<file path="src/hdl/psu_pkg.sv">
// ----------------------------------------------------------------------------
// psu_pkg
// Shared constants for the PNG scanline unfilter: register indexes, filter
// type codes, field widths and default sizes.
// ----------------------------------------------------------------------------
`default_nettype none

package psu_pkg;

  localparam int CFG_IDX_W     = 4;
  localparam int CFG_DATA_W    = 15;
  localparam int ROW_BYTES_W   = 15;
  localparam int PIXEL_BYTES_W = 4;
  localparam int BYTE_W        = 8;

  localparam int DEF_MAX_ROW_BYTES   = 16384;
  localparam int DEF_MAX_PIXEL_BYTES = 8;

  localparam logic [CFG_IDX_W-1:0] REG_ROW_BYTES   = CFG_IDX_W'(0);
  localparam logic [CFG_IDX_W-1:0] REG_PIXEL_BYTES = CFG_IDX_W'(1);

  localparam logic [ROW_BYTES_W-1:0]   ROW_BYTES_RST   = ROW_BYTES_W'(1);
  localparam logic [PIXEL_BYTES_W-1:0] PIXEL_BYTES_RST = PIXEL_BYTES_W'(1);

  localparam logic [BYTE_W-1:0] FILT_NONE  = 8'd0;
  localparam logic [BYTE_W-1:0] FILT_SUB   = 8'd1;
  localparam logic [BYTE_W-1:0] FILT_UP    = 8'd2;
  localparam logic [BYTE_W-1:0] FILT_AVG   = 8'd3;
  localparam logic [BYTE_W-1:0] FILT_PAETH = 8'd4;

endpackage

`default_nettype wire

</file>
<file path="src/hdl/psu_recon.sv">
// ----------------------------------------------------------------------------
// psu_recon
// Byte reconstruction for filters None, Sub, Up, Average and Paeth.
// ----------------------------------------------------------------------------
`default_nettype none

module psu_recon (
  input  wire logic [psu_pkg::BYTE_W-1:0] kind_i,
  input  wire logic [psu_pkg::BYTE_W-1:0] x_i,
  input  wire logic [psu_pkg::BYTE_W-1:0] a_i,
  input  wire logic [psu_pkg::BYTE_W-1:0] b_i,
  input  wire logic [psu_pkg::BYTE_W-1:0] c_i,
  output logic      [psu_pkg::BYTE_W-1:0] r_o
);
  import psu_pkg::*;

  logic signed [BYTE_W+1:0] sa, sb, sc, da, db, dc;
  logic        [BYTE_W+1:0] pa, pb, pc;
  logic        [BYTE_W-1:0] pred;
  logic        [BYTE_W:0]   avg_sum;

  always_comb begin
    sa = $signed({2'b00, a_i});
    sb = $signed({2'b00, b_i});
    sc = $signed({2'b00, c_i});
    // p - a = b - c, p - b = a - c, p - c = a + b - 2c
    da = sb - sc;
    db = sa - sc;
    dc = sa + sb - sc - sc;
    pa = (da < 0) ? $unsigned(-da) : $unsigned(da);
    pb = (db < 0) ? $unsigned(-db) : $unsigned(db);
    pc = (dc < 0) ? $unsigned(-dc) : $unsigned(dc);
    avg_sum = {1'b0, a_i} + {1'b0, b_i};
    unique case (kind_i)
      FILT_SUB:   pred = a_i;
      FILT_UP:    pred = b_i;
      FILT_AVG:   pred = avg_sum[BYTE_W:1];
      FILT_PAETH: begin
        priority if (pa <= pb && pa <= pc) begin
          pred = a_i;
        end else if (pb <= pc) begin
          pred = b_i;
        end else begin
          pred = c_i;
        end
      end
      default:    pred = '0;
    endcase
    r_o = x_i + pred;
  end

endmodule

`default_nettype wire

</file>
<file path="config.mk">
export PLATFORM = sky130hd
export DESIGN_NAME = psu_recon
export DESIGN_NICKNAME = d
export VERILOG_FILES = /design/src/hdl/psu_pkg.sv /design/src/hdl/psu_recon.sv
export SDC_FILE = /design/constraint.sdc
export NUM_CORES = 1
export LEC_CHECK = 0
export BUFFER_PORTS_ARGS = -buffer_cell sky130_fd_sc_hd__buf_2
export CORE_MARGIN = 1.5
export CORE_UTILIZATION = 38
export DETAILED_ROUTE_END_ITERATION = 12
export PLACE_DENSITY = 0.66
export SETUP_SLACK_MARGIN = 0.02
export SLEW_MARGIN = 20
export SYNTH_ARGS = -nofsm -noshare
export SYNTH_HDL_FRONTEND = slang
export SYNTH_SLANG_ARGS = --single-unit
</file>
<file path="constraint.sdc">
create_clock -name vclk -period 19.5
set_clock_uncertainty 0.05 [all_clocks]
set_input_delay 0.975 -clock vclk [all_inputs]
set_output_delay 0.975 -clock vclk [all_outputs]
set_load 0.05 [all_outputs]
</file>
==> reports/metrics.csv <==
stage;metric;value;unit
route;Met3 Routed Length;529;um
final_layout;NumNets Final;665;
timing;Final period util;48.3;%
route;DR top layer;met4;
timing;max-slew violations;0;
route;total number of vias;3667;
route;DRT antenna net count;0;
setup_path;Worst setup EP type;primary output;
die;core footprint;9280;um^2
yosys;number of distinct library cells after synthesis;65;
yosys;area leader, netlist;ha_1;
timing;FMAX;106;MHz
placed_design;Placed Area;4030;um^2
die;FP Rows;35;
die;chip height;101;um
flow_run;maxcap violations;0;
setup_path;slowest CP cell;or4b_2;
yosys;share of the synthesized area in the top cell type;24.0;%
min_path;hold crit path type;input port to primary output;
yosys;Syn Inst Count;501;
route;DRT Pass-1 Iters;5;
global_route;largest net degree at the start of global routing;18;
final_layout;post-route cell area;4030;um^2
placed_design;Setup Slack @ Placement;10080;ps
yosys;sequential area share after synthesis;0;%
final_layout;sequential cell count;0;
timing;Hold WS;2360;ps
setup_path;crit-path max FO;14;
route;# DRC;0;
die;io pins;48;
power_and_ir_drop;maximum vdd drop;0.0273;mV
final_layout;commonest non-fill, non-tap cell in the layout;ha_1;
route;Iteration-0 DRC Markers;111;
timing;Slew @ Worst Pin;788;ps
yosys;Yosys warnings;0;
timing;Final Hold Fails;0;
die;Die Wd;101;um
timing;Setup WS post-layout;10070;ps
route;DR vias/cell;5.47;
timing;setup TNS;0;ps
die;Starting Density;39.3;%
clock_network;hold buffers post-CTS;0;
yosys;area of the mapped netlist;3650;um^2
route;wire length on met2;4710;um
final_layout;FILL cells;980;
yosys;syn_area_per_cell;7.29;um^2
timing;final setup vio count;0;
run_status;outcome;completed;
clock_network;post-CTS resize count;0;
power_and_ir_drop;leakage power;1.99;nW
timing;RSZ-0062 raised after global routing;false;
power_and_ir_drop;PwrDens;62.6;nW/um^2
final_layout;share of layout cells above drive strength 1;11.3;%
setup_path;Worst Path Required;18480;ps
final_layout;clock buf count;0;
route;Avg WL per Cell;15.1;um
setup_path;data arrival time of the worst path;8400;ps
route;final wirelength;10100;um
global_route;vias in the first global route;3686;
global_route;first-pass GRT wire length;17100;um
final_layout;n_diodes;0;
timing;Min Clock Period, post-route;9430;ps
final_layout;Synth-to-Final Area Change;10.2;%
final_layout;most frequent cells in the layout;ha_1, inv_1, buf_2;
placed_design;Final GP Congestion;0.935;
final_layout;FF/Latch Area;0;um^2
global_route;total global routing overflow;0;
global_route;Total GRT Usage;20.6;%
setup_path;CP dominant cell by count;a21oi_1;
clock_network;post-CTS setup buffer count;0;
placed_design;I/O Buffers;48;
global_route;antenna violations before repair;0;
setup_path;Worst setup SP type;input port;
timing;slew margin rel.;47.2;%
route;wl on met1;4710;um
yosys;ranking of synthesized cells by area;ha_1, xnor2_1, inv_1;
placed_design;DP Wirelength;8880;um
setup_path;critical path's largest stage delay;620;ps
setup_path;critical path class;input port to primary output;
die;die area;10200;um^2
[report_power, final]
group | internal (mW) | leakage (nW) | switching [mW]
Clock | 0 | 0 | 0
Combinational | 0.106 | 1.99 | 0.146
Sequential | 0 | 0 | 0
Total | 0.106 | 1.99 | 0.146
[cell usage after synthesis, drive strengths merged, types with 6 or more instances]
library cell / n
inv: 68
nor2b: 9
a21oi: 38
nand3: 15
or3: 6
nand2b: 6
a21o: 13
o21ai: 33
fa: 12
o211ai: 7
xnor2: 35
a22oi: 7
nand2: 29
clkbuf: 9
nor2: 33
o21bai: 10
ha: 70
o21a: 8
xor2: 11
nand4: 6
[final timing paths]
| kind | start | slack, ps | cells past startpoint | to |
|---|---|---|---|---|
| worst min-delay path | x_i[0] | 2360 | 3 | r_o[0] |
| worst max-delay path | a_i[2] | 10070 | 34 | r_o[7] |
[area by class of cell]
cell class	instances	area [um^2]	share of cell area (%)
inverter	68	255	6.34
multi-input combinational	424	3360	83.5
tap	129	161	4.01
timing repair buffer	49	248	6.15
[cell families after synthesis]
logic type	synth area share (%)
mux	1.71
other cells	0.206
xor+xnor	12.3
fa+ha+maj	30.6
buf+inv	8.16
simple gates	18.5
compound gates	28.5
[per-stage QoR]
step	std cells	total power, mW	util [%]
final	670	0.252	43.4
after global routing	670	0.284	43.4
after CTS	670	0.251	43.4
after detailed placement	670	0.249	43.4
after global placement	670	0.244	43.4
after floorplan	503	0.192	-
[critical path: cells and delay by family]
family	cells	cell delay (ps)
AOI/OAI and AO/OA	15	2950
and+or+nand+nor	9	1970
adders and majority gates	4	1460
buffers and inverters	4	520
muxes	1	270
xor gates and xnor gates	1	240
[metal layers]
metal,track usage [%],up-vias
li1,-,1872
met3,1.73,16
met4,4.27,0
met2,37.8,97
met1,26.2,1682
met5,0,-
Note: power is estimated with default switching activity, not from simulation.
